<file path="src/ccot_pkg.sv">
// ----------------------------------------------------------------------------
// ccot_pkg
// Shared types, codes and sizes of the coarse counter offset tracker.
// ----------------------------------------------------------------------------
package ccot_pkg;

  localparam int CHANNELS     = 16;
  localparam int COUNTER_BITS = 11;
  localparam int CH_W         = 4;
  localparam int SKIP_W       = 4;

  localparam logic [SKIP_W-1:0] SKIP_RESET = SKIP_W'(3);

  typedef logic [COUNTER_BITS-1:0] cnt_t;
  typedef logic [CH_W-1:0]         chan_t;
  typedef logic [SKIP_W-1:0]       skip_t;
  typedef logic [2:0]              status_t;
  typedef logic [1:0]              cmd_t;

  localparam cmd_t CMD_EVENT   = 2'd0;
  localparam cmd_t CMD_TRACK   = 2'd1;
  localparam cmd_t CMD_CORRECT = 2'd2;

  localparam status_t ST_OK      = 3'd0;
  localparam status_t ST_STARTED = 3'd1;
  localparam status_t ST_HELD    = 3'd2;
  localparam status_t ST_FAILED  = 3'd3;
  localparam status_t ST_IGNORED = 3'd4;

  localparam logic REG_SKIP = 1'b0;

  typedef enum logic [1:0] {
    WOP_NONE,
    WOP_TRACK,
    WOP_CORRECT,
    WOP_CLEAR
  } win_op_t;

  typedef struct packed {
    win_op_t op;
    chan_t   channel;
    cnt_t    diff;
    cnt_t    raw;
  } win_req_t;

  typedef struct packed {
    status_t status;
    cnt_t    lo;
    cnt_t    hi;
    logic    valid;
    cnt_t    corr;
  } win_rsp_t;

endpackage

</file>
<file path="src/ccot_cfg.sv">
// ----------------------------------------------------------------------------
// ccot_cfg
// APB-style configuration register holding the post-failure skip count.
// ----------------------------------------------------------------------------
module ccot_cfg
  import ccot_pkg::*;
(
  input  logic        clk,
  input  logic        rst_n,
  input  logic        cfg_psel,
  input  logic        cfg_penable,
  input  logic        cfg_pwrite,
  input  logic [2:0]  cfg_paddr,
  input  logic [31:0] cfg_pwdata,
  output logic [31:0] cfg_prdata,
  output logic        cfg_pready,
  output skip_t       skip_after_failure
);

  skip_t skip_r;
  logic  wr_en;

  assign cfg_pready = 1'b1;
  assign wr_en = cfg_psel && cfg_penable && cfg_pwrite && (cfg_paddr[2] == REG_SKIP);

  always_ff @(posedge clk) begin
    if (!rst_n) begin
      skip_r <= SKIP_RESET;
    end else if (wr_en) begin
      skip_r <= cfg_pwdata[SKIP_W-1:0];
    end
  end

  assign cfg_prdata = (cfg_paddr[2] == REG_SKIP) ? {(32-SKIP_W)'(0), skip_r} : 32'd0;
  assign skip_after_failure = skip_r;

endmodule

</file>
<file path="src/ccot_window.sv">
// ----------------------------------------------------------------------------
// ccot_window
// Per-channel offset windows: track, correct and clear-all logic.
// ----------------------------------------------------------------------------
module ccot_window
  import ccot_pkg::*;
(
  input  logic     clk,
  input  logic     rst_n,
  input  win_req_t req,
  output win_rsp_t rsp
);

  cnt_t                win_low_r  [CHANNELS];
  cnt_t                win_high_r [CHANNELS];
  logic [CHANNELS-1:0] win_set_r;

  cnt_t    lo, hi, d;
  logic    set;
  cnt_t    lo_nxt, hi_nxt;
  logic    set_nxt;
  status_t st;
  cnt_t    corr;

  always_comb begin
    lo      = win_low_r[req.channel];
    hi      = win_high_r[req.channel];
    set     = win_set_r[req.channel];
    d       = req.diff;
    lo_nxt  = lo;
    hi_nxt  = hi;
    set_nxt = set;
    st      = ST_OK;
    corr    = '0;
    case (req.op)
      WOP_TRACK: begin
        if (!set) begin
          lo_nxt  = d;
          hi_nxt  = d;
          set_nxt = 1'b1;
          st      = ST_STARTED;
        end else if (d == hi) begin
          st = ST_HELD;
        end else if (cnt_t'(d + cnt_t'(1)) == hi) begin
          if (lo == hi) lo_nxt = cnt_t'(hi - cnt_t'(1));
          st = ST_HELD;
        end else if (cnt_t'(d + cnt_t'(2)) == hi) begin
          if (cnt_t'(lo + cnt_t'(2)) != hi) lo_nxt = cnt_t'(hi - cnt_t'(2));
          st = ST_HELD;
        end else if (d == cnt_t'(lo + cnt_t'(1))) begin
          if (lo == hi) hi_nxt = cnt_t'(lo + cnt_t'(1));
          st = ST_HELD;
        end else if (d == cnt_t'(lo + cnt_t'(2))) begin
          if (cnt_t'(lo + cnt_t'(2)) != hi) hi_nxt = cnt_t'(lo + cnt_t'(2));
          st = ST_HELD;
        end else begin
          lo_nxt  = '0;
          hi_nxt  = '0;
          set_nxt = 1'b0;
          st      = ST_FAILED;
        end
      end
      WOP_CORRECT: begin
        corr = set ? cnt_t'(req.raw + lo) : req.raw;
      end
      default: begin
      end
    endcase
  end

  assign rsp.status = st;
  assign rsp.valid  = set_nxt;
  assign rsp.lo     = set_nxt ? lo_nxt : '0;
  assign rsp.hi     = set_nxt ? hi_nxt : '0;
  assign rsp.corr   = corr;

  always_ff @(posedge clk) begin
    if (!rst_n) begin
      win_set_r <= '0;
    end else if (req.op == WOP_CLEAR) begin
      win_set_r <= '0;
    end else if (req.op == WOP_TRACK) begin
      win_set_r[req.channel] <= set_nxt;
    end
  end

  always_ff @(posedge clk) begin
    if (req.op == WOP_TRACK) begin
      win_low_r[req.channel]  <= lo_nxt;
      win_high_r[req.channel] <= hi_nxt;
    end
  end

endmodule

</file>
<file path="src/coarse_counter_offset_tracker_top.sv">
// A request is held in the input register, then passes through the channel window into the result register.
// Throughput: one request per cycle while results are taken, set by the single pass through the channel window.
// The input register refills while the result register is being taken.
// Reset (rst_n low, synchronous): all channels unset, skip count and skip flag cleared,
// skip_after_failure back to 3.
// ----------------------------------------------------------------------------
// coarse_counter_offset_tracker_top
// Coarse counter offset tracker with event skipping after readout failures.
// ----------------------------------------------------------------------------
module coarse_counter_offset_tracker_top
  import ccot_pkg::*;
(
  input  logic        clk,
  input  logic        rst_n,
  input  logic        in_tvalid,
  output logic        in_tready,
  input  logic [39:0] in_tdata,  // channel, trig_coarse, ref_coarse, raw_coarse, zero pad
  input  logic [2:0]  in_tuser,  // cmd[1:0], daq_failure
  output logic        out_tvalid,
  input  logic        out_tready,
  output logic [39:0] out_tdata, // offset_left, offset_right, offset_valid,
                                 // corrected_coarse, zero pad
  output logic [2:0]  out_tuser, // status
  input  logic        cfg_psel,
  input  logic        cfg_penable,
  input  logic        cfg_pwrite,
  input  logic [2:0]  cfg_paddr,
  input  logic [31:0] cfg_pwdata,
  output logic [31:0] cfg_prdata,
  output logic        cfg_pready
);

  localparam logic [CH_W:0] CHANNELS_L = (CH_W+1)'(CHANNELS);

  skip_t    skip_cfg;
  logic     in_valid_r;
  cmd_t     cmd_r;
  logic     fail_r;
  chan_t    chan_r;
  cnt_t     trig_r, ref_r, raw_r;
  skip_t    skip_count_r, skip_count_nxt;
  logic     skipped_r, skipped_nxt;
  logic     out_valid_r;
  status_t  out_status_r, status_nxt;
  logic [39:0] out_data_r, data_nxt;
  logic     fire;
  skip_t    sc;
  win_req_t req;
  win_rsp_t rsp;

  ccot_cfg u_cfg (
    .clk                (clk),
    .rst_n              (rst_n),
    .cfg_psel           (cfg_psel),
    .cfg_penable        (cfg_penable),
    .cfg_pwrite         (cfg_pwrite),
    .cfg_paddr          (cfg_paddr),
    .cfg_pwdata         (cfg_pwdata),
    .cfg_prdata         (cfg_prdata),
    .cfg_pready         (cfg_pready),
    .skip_after_failure (skip_cfg)
  );

  assign fire      = in_valid_r && (!out_valid_r || out_tready);
  assign in_tready = !in_valid_r || fire;

  always_ff @(posedge clk) begin
    if (!rst_n) begin
      in_valid_r <= 1'b0;
    end else if (in_tready) begin
      in_valid_r <= in_tvalid;
    end
  end

  always_ff @(posedge clk) begin
    if (in_tvalid && in_tready) begin
      cmd_r  <= in_tuser[1:0];
      fail_r <= in_tuser[2];
      chan_r <= in_tdata[3:0];
      trig_r <= in_tdata[14:4];
      ref_r  <= in_tdata[25:15];
      raw_r  <= in_tdata[36:26];
    end
  end

  always_comb begin
    req.op      = WOP_NONE;
    req.channel = chan_r;
    req.diff    = cnt_t'(ref_r - trig_r);
    req.raw     = raw_r;
    skip_count_nxt = skip_count_r;
    skipped_nxt    = skipped_r;
    status_nxt     = ST_IGNORED;
    data_nxt       = '0;
    sc             = fail_r ? skip_cfg : skip_count_r;
    if (cmd_r == CMD_EVENT) begin
      if (fire && fail_r) req.op = WOP_CLEAR;
      if (sc != '0) begin
        skip_count_nxt = skip_t'(sc - skip_t'(1));
        skipped_nxt    = 1'b1;
        status_nxt     = ST_IGNORED;
      end else begin
        skip_count_nxt = sc;
        skipped_nxt    = 1'b0;
        status_nxt     = ST_OK;
      end
    end else if ((cmd_r == CMD_TRACK || cmd_r == CMD_CORRECT) && !skipped_r &&
                 ({1'b0, chan_r} < CHANNELS_L)) begin
      if (fire) req.op = (cmd_r == CMD_TRACK) ? WOP_TRACK : WOP_CORRECT;
      status_nxt = rsp.status;
      data_nxt   = {6'd0, rsp.corr, rsp.valid, rsp.hi, rsp.lo};
    end
  end

  ccot_window u_window (
    .clk   (clk),
    .rst_n (rst_n),
    .req   (req),
    .rsp   (rsp)
  );

  always_ff @(posedge clk) begin
    if (!rst_n) begin
      skip_count_r <= '0;
      skipped_r    <= 1'b0;
      out_valid_r  <= 1'b0;
    end else begin
      if (fire) begin
        skip_count_r <= skip_count_nxt;
        skipped_r    <= skipped_nxt;
        out_valid_r  <= 1'b1;
      end else if (out_tready) begin
        out_valid_r  <= 1'b0;
      end
    end
  end

  always_ff @(posedge clk) begin
    if (fire) begin
      out_status_r <= status_nxt;
      out_data_r   <= data_nxt;
    end
  end

  assign out_tvalid = out_valid_r;
  assign out_tuser  = out_status_r;
  assign out_tdata  = out_data_r;

`ifndef SYNTHESIS
  a_started_valid: assert property (@(posedge clk) disable iff (!rst_n)
    (out_tvalid && out_tuser == ST_STARTED) |-> out_tdata[22])
    else $error("started window not marked valid");

  a_failed_clear: assert property (@(posedge clk) disable iff (!rst_n)
    (out_tvalid && out_tuser == ST_FAILED) |-> (out_tdata[22:0] == 23'd0))
    else $error("failed window not cleared");

  a_ignored_zero: assert property (@(posedge clk) disable iff (!rst_n)
    (out_tvalid && out_tuser == ST_IGNORED) |-> (out_tdata == 40'd0))
    else $error("ignored request carries data");

  a_stall_holds_input: assert property (@(posedge clk) disable iff (!rst_n)
    !in_tready |-> (in_valid_r && out_valid_r && !out_tready))
    else $error("input stalled without a blocked result");

  a_skip_sets_flag: assert property (@(posedge clk) disable iff (!rst_n)
    (fire && cmd_r == CMD_EVENT && status_nxt == ST_IGNORED) |=> skipped_r)
    else $error("skipped event did not set skip flag");
`endif

endmodule
</file>
<file path="config.mk">
export PLATFORM = sky130hd
export DESIGN_NAME = coarse_counter_offset_tracker_top
export DESIGN_NICKNAME = d
export VERILOG_FILES = /design/src/ccot_pkg.sv /design/src/ccot_cfg.sv /design/src/ccot_window.sv /design/src/coarse_counter_offset_tracker_top.sv
export SDC_FILE = /design/constraint.sdc
export NUM_CORES = 1
export LEC_CHECK = 0
export ABC_AREA = 1
export BUFFER_PORTS_ARGS = -buffer_cell sky130_fd_sc_hd__buf_2
export CORE_ASPECT_RATIO = 1.1
export CORE_MARGIN = 2
export CORE_UTILIZATION = 45
export DETAILED_ROUTE_END_ITERATION = 8
export PLACE_DENSITY = 0.7
export SKIP_CTS_REPAIR_TIMING = 1
export SYNTH_ARGS = -nofsm -noshare
export SYNTH_HDL_FRONTEND = slang
export SYNTH_SLANG_ARGS = --single-unit
</file>
<file path="constraint.sdc">
create_clock -name clk -period 10.4 [get_ports clk]
set_input_delay 0.52 -clock clk [delete_from_list [all_inputs] [get_ports clk]]
set_output_delay 0.52 -clock clk [all_outputs]
set_load 0.02 [all_outputs]
</file>
## Word level (Yosys, flattened, before mapping)

Memory sizes are Yosys's and may differ from the RTL's. A register that Yosys moved wholly into a read port is not among the register bits.
Index checks and enable logic that the tools add are counted.

- Order comparisons: 2
- Bitwise logic cells: 5
- Muxes and demuxes: 56
- Eq/ne operators: 12
- $add $sub $neg: 9
- Reduce and logical (&&, ||, !) cells: 22

Operators by type and width:

| operator | number |
|---|---|
| 11-bit 2-to-1 mux | 19 |
| 11-bit == test | 6 |
| 3-bit 2-to-1 mux | 9 |
| 11-bit by 1-bit adder with 11-bit output (second input constant) | 2 |
| 11-bit by 2-bit adder with 11-bit output (second input constant) | 2 |
| 4-bit 2-to-1 mux | 5 |
| 16-bit bitwise mux | 1 |
| 1-bit 2-to-1 mux | 15 |
| 11-bit adder | 1 |
| 11-bit != test | 1 |
| 11-bit by 1-bit subtractor with 11-bit output (second input constant) | 1 |
| 11-bit subtractor | 1 |
| 11-bit by 2-bit subtractor with 11-bit output (second input constant) | 1 |
| 2-bit 2-to-1 mux | 5 |
| 1-bit logical AND | 8 |
| 2-bit == test (second input constant) | 3 |
| 3-bit OR reduction | 2 |
| 4-bit by 5-bit less-than comparator with 1-bit output (second input constant) | 1 |
| 1-bit NOT | 5 |
| 1-bit binary-select mux with 4-bit select | 1 |
| 1-bit demux with 4-bit select | 1 |
| 2-bit by 1-bit == test with 1-bit output (second input constant) | 2 |
| 4-bit by 1-bit greater-or-equal comparator with 1-bit output (second input constant) | 1 |
| 4-bit nonzero test | 1 |
| 7 further kinds | 12 |

- Memories: 2
- Bits of input ports: 85
- Register bits: 110
- Bits in writable memories: 352

Memories:

| name | words | width | rd ports | clocked after Yosys merged registers in | wr ports | line | source |
|---|---|---|---|---|---|---|---|
| u_window.win_high_r | 16 | 11 | 1 | 1 | 1 | ccot_window.sv:15 | `cnt_t win_high_r [CHANNELS];` |
| u_window.win_low_r | 16 | 11 | 1 | 1 | 1 | ccot_window.sv:14 | `cnt_t win_low_r [CHANNELS];` |

## Depth between registers and ports, before layout

Gate-level depths: netlist of run 1.

- Word-level depth: 11
- Depth in mapped cells: 32
- Gate-level depth less buffers: 29

## Cells and area by module

Synthesis of run 1 repeated with hierarchy kept, for this count alone.

- Cell total of the unflattened synthesis: 2,601
- Area total of the unflattened synthesis: 23,712.7 um2

By module, submodules not included:

| module | cells each | instances | sequential area each (um2) | area each (um2) |
|---|---|---|---|---|
| ccot_window | 2,195 | 1 | 10,890.4 | 19,513.7 |
| coarse_counter_offset_tracker_top | 339 | 1 | 2,452.4 | 3,748.6 |
| ccot_cfg | 67 | 1 | 80.1 | 450.4 |

## Worst setup path before layout of run 1

OpenSTA, ideal clock, no wires.

- Kind: flip-flop to flip-flop
- Start: reg trig_r[0]
- End: mem u_window.win_high_r[0][10] in the netlist's numbering, data pin
- Path slack: 6.792 ns
- Arrival: 3.316 ns
- Period minus slack after synthesis: 3.608 ns
- Cell stages (with the launch flop): 21
- Cell sequence: edfxtp_1 > ha_1 > fa_1 > xnor2_2 > ha_1 > nand3_1 > nor2_1 > nand3_1 > nor3_2 > nand2_1 > nand2_1 > inv_1 > nor2_1 > nand4_2 > nand3_2 > buf_2 > nand2_1 > nand3_1 > nand2_1 > nand2_1 > inv_1

- Word-level cells in the longest chain between the ends: 9
- Elaborated cells between the ends (all ways): 15
- Classes of those cells: add/sub: 3; eq/ne: 5; mux: 7

Ends and longest elaborated chain:

| what | line | source |
|---|---|---|
| from (decl) | coarse_counter_offset_tracker_top.sv:40 | `cnt_t trig_r, ref_r, raw_r;` |
| from (signal assigned) | coarse_counter_offset_tracker_top.sv:80 | `trig_r <= in_tdata[14:4];` |
| 11-bit subtractor (*) | coarse_counter_offset_tracker_top.sv:89 | `req.diff = cnt_t'(ref_r - trig_r);` |
| branches (longest 6 deep; another with 11-bit by 2-bit adder with 11-bit output) | n/a |  |
| 11-bit 2-to-1 mux (*) | ccot_window.sv:37 | `if (!set) begin` |
| 11-bit 2-to-1 mux (*) | ccot_window.sv:35 | `case (req.op)` |
| net u_window.hi_nxt[10] | ccot_window.sv:20 | `cnt_t lo_nxt, hi_nxt;` |
| to (decl) | ccot_window.sv:15 |  |

Mark *: on every way through the listed nets, which the timed path passes.

==> reports/qor.log, run 1 <==
qor: yosys.synth_top_cell_by_area edfxtp_1
qor: route.drtAntennaViolNets 0
qor: power_and_ir_drop.internal_portion_of_total_power 3.21 mW
qor: grt.via_count_of_the_first_global_routing_pass 17,790
qor: clocking.cts.path.max_buffers 3
qor: layout.insertedDiodeCount 0
qor: place.place_congestion 0.944
qor: place.numPlacedInstances 3,400
qor: timing.layout_setup_ws 4150 ps
qor: die.initial_core_util 45.7%
qor: worst_setup_path.crit_path_max_fanout 27
qor: layout.final-instance-count-excl-fill 3,484
qor: clocking.clkSlewWorstSetupHoldPaths 60 ps
qor: grt.grt-ovfl-total 0
qor: grt.number_of_antenna_violations_at_the_first_check_in_global_routing 1
qor: timing.report.final.setup_viol 0
qor: place.dpl.hpwl 46,000 µm
qor: power_and_ir_drop.clkPwrFrac 34.8%
qor: grt.grt_use_met2 43.1%
qor: layout.final_net_count 2,890
qor: worst_setup_path.critical_path.startpoint_type flip-flop
qor: power_and_ir_drop.power.ir.vdd_worst 0.127 mV
qor: route.detailroute.via_count 18,853
qor: worst_setup_path.timing.critical_path.required 10,740 ps
qor: flow_run.max_cap_viol_count 0
qor: yosys.count_of_mapped_cells_out_of_synthesis 2,704
qor: route.average_wire_length_per_cell_after_detail_routing 19.9 µm
qor: worst_setup_path.critPathMaxStageDelay 750 ps
qor: timing.clock_period_minus_worst_slack 6250 ps
qor: yosys.synth_async_sr_flop_share 0%
qor: timing.finalHoldViolCount 0
qor: layout.drive_above_1_share 10.6%
qor: die.die_y 246 µm
qor: power_and_ir_drop.post-layout-total-power 4.58 mW
qor: worst_setup_path.worst_path_most_repeated_cell nand2_1
qor: die.std_cell_rows 88
qor: yosys.ys_top_cells_by_area edfxtp_1 54%, nand2_1 13%, nand3_1 6.9%
qor: worst_setup_path.worstSetupEndpointType flip-flop
qor: power_and_ir_drop.leakage 11.2 nW
qor: timing.final.period_utilization 60.1%
qor: die.core 52,500 µm²
qor: yosys.synth.top_cell.area_share 53.7%
qor: grt.groute.usage.overall 24.8%
qor: place.dp_worst_setup_slack 4310 ps
qor: route.initial_drc_count 1,999
qor: die.fp.dieArea 55,200 µm²
qor: die.ioPinCount 163
qor: grt.grt-busiest-layer met2
qor: grt.gr-usage-met1 30.1%
qor: worst_setup_path.worst_ep_arrival_time 6590 ps
qor: worst_setup_path.path_class flip-flop to flip-flop
qor: timing.worst_pin_slew 1020 ps
qor: clocking.clk_root_buffer_cell clkbuf_16
qor: place.port_buffers 94
qor: grt.gr_layer_usage_met3 3.76%
qor: layout.fillCellCount 4,755
qor: worst_setup_path.cpMaxStageDelayCell clkinv_1
qor: route.detail_route.vias_per_cell 5.41
qor: yosys.count_of_flip_flops_with_a_built_in_enable_after_synthesis 429
qor: timing.timing.setup.tns 0 ps
qor: worst_setup_path.rr_worst_depth 23
qor: power_and_ir_drop.p_comb_share 19.0%
qor: yosys.post_synthesis_cell_area 24,000 µm²
qor: power_and_ir_drop.pwr_density_cell 174 nW/µm²
qor: hold_path.worst_hold_depth 1
qor: route.routed_wl 69,300 µm
qor: power_and_ir_drop.total_switching_power 1.37 mW
qor: timing.setup_repair_after_global_routing_missed_its_margin false
qor: power_and_ir_drop.power.share.switching 29.9%
qor: yosys.avgSynthCellArea 8.87 µm²
qor: timing.clock_skew 28.7 ps
qor: grt.grt_max_degree 66
qor: layout.layout_commonest_cell nand2_1
qor: outcome.outcome finished clean
qor: yosys.synth_warn 0
qor: route.route.detailed.drc 0
qor: clocking.clock_tree_from_tritoncts yes
qor: clocking.worst_skew_pair.late_latency 590 ps
qor: clocking.clock_sinks 460
qor: clocking.numCtsBuffers 46
qor: yosys.synth_flop_cell edfxtp_1
qor: timing.max-slew-margin-rel 31.7%
qor: yosys.sequential_to_total_area_share_from_yosys_stat 56.3%
qor: worst_setup_path.worstPathCellList buf_4, clkinv_1, buf_4, nand3_1, nand3_1, nand2_1, ha_1, nand2_1, nor2_2, nand2_1, nand3_1, nand2_1, nor2_1, nand2_1, nor2_1, nand2_1, inv_1, o211ai_1, nand3_1, nand3_1, nand2_1, nand2_1, inv_1
qor: timing.final_max_slew_viol_count 0
qor: power_and_ir_drop.power.share.sequential 46.2%
qor: layout.leading_cell_types_in_the_layout_fill_and_taps_excluded 829 x nand2_1, 429 x edfxtp_1, 329 x nand3_1
qor: die.die_w 224 µm
qor: yosys.yosysUniqueCellTypes 50
qor: layout.flow.area_growth_from_synthesis 9.51%
qor: clocking.htreeDepth 2
qor: yosys.synth.ff_latch_count 460
qor: timing.maxClockFrequency 160 MHz
qor: grt.global_route_wire_length_before_repair 103,000 µm
qor: hold_path.worstHoldPathType input pin to flip-flop
qor: route.drt_pass1_iterations 6
## stage by stage
step	hold WS (ps)	utilization (%)	cell area, µm²
final	103	50.0	26300
after global placement	454	47.3	24800
after floorplan	442	-	24100
after CTS	71.3	50.0	26300
after detailed placement	468	47.3	24800
after global routing	79.8	50.0	26300
## layout make-up
type                            instances  area [µm²]  share of cell area (%)
Inverter                              303        1140                    4.35
Timing Repair Buffer                  127         718                    2.73
Multi-Input combinational cell       1835        8610                    32.8
Sequential cell                       460       13500                    51.4
Clock inverter                         29         235                   0.895
Tap cell                              675         845                    3.21
Clock buffer                           55        1220                    4.63
## flip-flops by register name (all words and copies together), names as in the netlist, named ones only
register	flops
in_valid_r	1
out_tuser	3
u_cfg.skip_after_failure	4
skipped_r	1
chan_r	4
out_tvalid	1
u_window.win_set_r	16
trig_r	11
cmd_r	2
u_window.win_high_r	176
raw_r	11
fail_r	1
u_window.win_low_r	176
skip_count_r	4
out_tdata	34
ref_r	11
## worst paths after layout
check	to	slack (ps)	startpoint
setup reg to reg	u_window.win_high_r[14][10]$_DFFE_PP_	4150	flip-flop
hold reg to reg	skip_count_r[2]$_SDFFE_PN0P_	490	skip_count_r[2]$_SDFFE_PN0P_
setup / recovery	u_window.win_high_r[14][10]$_DFFE_PP_	4150	flip-flop
hold / removal	trig_r[7]$_DFFE_PP_	100	in_tdata[11]
## power by group through the flow
stage | clock network [mW] | registers, mW | logic (mW)
floorplan | 0 | 2.16 | 0.601
global placement | 0 | 2.16 | 0.841
detailed placement | 0 | 2.16 | 0.856
CTS | 1.62 | 2.12 | 0.860
global route | 1.69 | 2.12 | 0.954
finish | 1.60 | 2.12 | 0.869
## cell families after synthesis
group / count (synthesis) / share of synthesized area, %
fa+ha+maj: 32 / 1.73
simple gates: 1481 / 26.1
flops: 460 / 56.3
buf+inv: 442 / 8.53
xor+xnor: 41 / 1.62
other cells: 2 / 0.0313
compound gates: 246 / 5.67
## worst max-delay path, delay by kind of cell, from the launching register on
family,cells,cell delay [ps]
fa+ha+maj,1,360
flops,1,310
buf+inv,5,2520
compound gates,1,180
simple gates,16,2530
## cells in the mapped netlist (all sizes together) (27+ instances only)
| cell | number |
|---|---|
| nor2 | 254 |
| dfxtp | 31 |
| edfxtp | 429 |
| buf | 120 |
| inv | 299 |
| ha | 30 |
| o211ai | 29 |
| nand3 | 341 |
| xor2 | 27 |
| a21oi | 53 |
| o21ai | 145 |
| nand2 | 847 |
## per-layer routing
metal,vias to the layer above,part of all wire [%],wire [µm]
li1,9003,-,-
met1,8938,39,27000
met2,735,50,34300
met3,177,6.6,4550
met4,0,5.0,3480
met5,-,0,0
Note: power is estimated with default switching activity, not from simulation.
==> inputs of run 2 (changes only) <==
clock period = 6 ns   (was 10.4 ns; I/O delays follow)
==> reports/qor.log, run 2 (synthesis results as in run 1) <==
qor: route.initial_drc_count 1,692 [-15%]
qor: grt.groute.usage.overall 24.5% [-0.30 points]
qor: route.detailroute.via_count 18,914 [+0.32%]
qor: hold_path.worstHoldStart cfg_pwdata[3]
qor: place.dpl.hpwl 45,300 µm [-1.5%]
qor: place.port_buffers 94 [unchanged]
qor: clocking.clk_root_buffer_cell clkbuf_16
qor: clocking.cts.path.max_buffers 3 [unchanged]
qor: power_and_ir_drop.power.ir.vdd_worst 0.195 mV [+54%]
qor: route.routed_wl 68,900 µm [-0.62%]
qor: timing.clock_skew 23.3 ps [-5.39 ps]
qor: timing.setup_repair_after_global_routing_missed_its_margin false
qor: grt.grt_max_degree 108 [+64%]
qor: clocking.worst_skew_pair.late_latency 590 ps [about the same]
qor: die.std_cell_rows 88 [unchanged]
qor: power_and_ir_drop.pwr_density_cell 299 nW/µm² [+71%]
qor: die.core 52,500 µm² [unchanged]
qor: timing.final_max_slew_viol_count 0 [unchanged]
qor: worst_setup_path.worst_path_most_repeated_cell nand2_1
qor: clocking.clock_sinks 460 [unchanged]
qor: place.dp_worst_setup_slack 1110 ps [-3200 ps]
qor: layout.multi_input_area 8610 µm² [unchanged]
qor: grt.via_count_of_the_first_global_routing_pass 17,840 [+0.28%]
qor: place.numPlacedInstances 3,414 [+0.41%]
qor: worst_setup_path.cpMaxStageDelayCell buf_4
qor: worst_setup_path.worst_ep_arrival_time 5250 ps [-1340 ps]
qor: worst_setup_path.regToRegEndpoint u_window.win_high_r[7][0]$_DFFE_PP_
qor: clocking.htreeDepth 2 [unchanged]
qor: timing.maxClockFrequency 202 MHz [+26%]
qor: timing.timing.setup.tns 0 ps [unchanged]
qor: power_and_ir_drop.leakage 11.4 nW [+2.2%]
qor: worst_setup_path.critPathTopFamily simple AND/OR/NAND/NOR gates
qor: die.ioPinCount 163 [unchanged]
qor: timing.max-slew-margin-rel 36.7% [+5.0 points]
qor: layout.insertedDiodeCount 0 [unchanged]
qor: outcome.outcome finished clean
qor: die.initial_core_util 45.7% [unchanged]
qor: route.drt_pass1_iterations 6 [unchanged]
qor: hold_path.timing.hold.worst_endpoint u_cfg.skip_after_failure[3]$_SDFFE_PN0P_
qor: route.detail_route.vias_per_cell 5.34 [-1.2%]
qor: timing.clock_period_minus_worst_slack 4940 ps [-1310 ps]
qor: layout.layout_commonest_cell nand2_1
qor: timing.whs 6.55 ps [-96.4 ps]
qor: worst_setup_path.crit_path_max_fanout 76 [+180%]
qor: die.fp.dieArea 55,200 µm² [unchanged]
qor: worst_setup_path.worstSetupEndpointType flip-flop
qor: worst_setup_path.critPathMaxStageDelay 640 ps [-110 ps]
qor: hold_path.worstHoldPathType input pin to flip-flop
qor: worst_setup_path.timing.critical_path.buf_inv 4 [-1]
qor: layout.fillCellCount 4,638 [-2.5%]
qor: grt.number_of_antenna_violations_at_the_first_check_in_global_routing 0 [-1]
qor: route.average_wire_length_per_cell_after_detail_routing 19.5 µm [-2.2%]
qor: layout.final_net_count 2,945 [+1.9%]
qor: flow_run.max_cap_viol_count 0 [unchanged]
qor: route.route.detailed.drc 0 [unchanged]
qor: timing.layout_setup_ws 1060 ps [-3090 ps]
qor: layout.drive_above_1_share 10.9% [+0.32 points]
qor: timing.final.period_utilization 82.4% [+22 points]
qor: hold_path.worst_hold_depth 3 [+2]
qor: timing.worst_pin_slew 948 ps [-74.9 ps]
qor: clocking.clkSlewWorstSetupHoldPaths 70 ps [about the same]
qor: layout.area.sequential 13,500 µm² [unchanged]
qor: route.drtAntennaViolNets 0 [unchanged]
qor: worst_setup_path.path_class flip-flop to flip-flop
qor: layout.leading_cell_types_in_the_layout_fill_and_taps_excluded 829 x nand2_1, 429 x edfxtp_1, 329 x nand3_1
qor: worst_setup_path.critical_path.startpoint_type flip-flop
qor: clocking.clock_tree_from_tritoncts yes
qor: timing.report.final.setup_viol 0 [unchanged]
qor: worst_setup_path.r2r_setup_slack 1060 ps [-3090 ps]
qor: timing.finalHoldViolCount 0 [unchanged]
qor: layout.flow.area_growth_from_synthesis 12.0%
qor: clocking.numCtsBuffers 44 [-4.3%]
qor: grt.grt-ovfl-total 0 [unchanged]
qor: die.die_y 246 µm [unchanged]
qor: worst_setup_path.timing.critical_path.required 6310 ps [-4430 ps]
qor: worst_setup_path.rr_worst_depth 25 [+8.7%]
qor: die.die_w 224 µm [unchanged]
qor: place.place_congestion 0.938 [-0.71%]
qor: grt.global_route_wire_length_before_repair 103,000 µm [-0.64%]
qor: layout.final-instance-count-excl-fill 3,539 [+1.6%]
[run 2: cell count changes in the layout (fill, tap and decap cells not counted), moves of 2 or more]
cell,before,now
clkinv_2,13,11
inv_4,4,2
buf_4,33,44
clkbuf_1,7,5
clkinvlp_4,2,5
clkbuf_16,47,44
bufinv_16,2,5
buf_12,0,3
dlygate4sd3_1,0,43
[run 2: final cells by class]
type | count | area share [%]
clock inverter | 32 | 1.24
clock buffer | 50 | 4.22
sequential | 460 | 50.3
inverter | 303 | 4.26
multi-input combinational | 1835 | 32.0
tap | 675 | 3.14
timing repair buffer | 184 | 4.81
[run 2: worst max-delay path by stage]
stage                   startpoint                               endpoint  slack (ps)  cells after the start
6_report                 flip-flop    u_window.win_high_r[7][0]$_DFFE_PP_        1060                     25
5_1_grt                  flip-flop   u_window.win_low_r[15][10]$_DFFE_PP_         560                     28
4_1_cts                  flip-flop  u_window.win_high_r[13][10]$_DFFE_PP_        1090                     21
3_5_place_dp             flip-flop  u_window.win_high_r[13][10]$_DFFE_PP_        1110                     21
3_3_place_gp             flip-flop  u_window.win_high_r[12][10]$_DFFE_PP_        1160                     21
2_1_floorplan  trig_r[0]$_DFFE_PP_   u_window.win_high_r[0][10]$_DFFE_PP_        2390                     20
[run 2: worst reg2reg max path, cell delays in order (launching register included)]
cell	delay, ps
dfxtp_4	480
buf_4	640
nor2_1	180
nor2_1	100
o21ai_0	80
nand3_1	80
nand3_1	90
nand2_1	580
nand2_1	210
nor2_4	160
nand2_1	80
nand2_1	80
nand2_1	90
nand2_1	70
nand2_1	60
nor2_1	160
nand2_1	100
inv_1	410
nand2_1	100
nand2_1	90
inv_1	40
nand2_1	40
nand3_1	60
nand2_1	130
o21ai_1	110
inv_1	430
[run 2: metal layers]
| metal | vias up | GRT usage, % | share of wire [%] |
|---|---|---|---|
| li1 | 9103 | - | - |
| met1 | 8917 | 29.8 | 39 |
| met2 | 735 | 43.8 | 51 |
| met3 | 159 | 2.83 | 6.0 |
| met4 | 0 | 11.0 | 3.9 |
| met5 | - | 0 | 0 |
[run 2: through the flow]
stage | utilization [%] | instance area (µm²) | total power [mW]
3_3_place_gp | 47.5 | 25000 | 5.20
4_1_cts | 50.3 | 26400 | 8.03
6_report | 51.1 | 26900 | 8.03
5_1_grt | 51.1 | 26900 | 8.34
3_5_place_dp | 47.5 | 25000 | 5.23
2_1_floorplan | - | 24100 | 4.78
[run 2: power breakdown]
part | switching, mW | internal (mW)
registers | 0.0192 | 3.65
clock network | 1.23 | 1.59
logic | 1.13 | 0.406
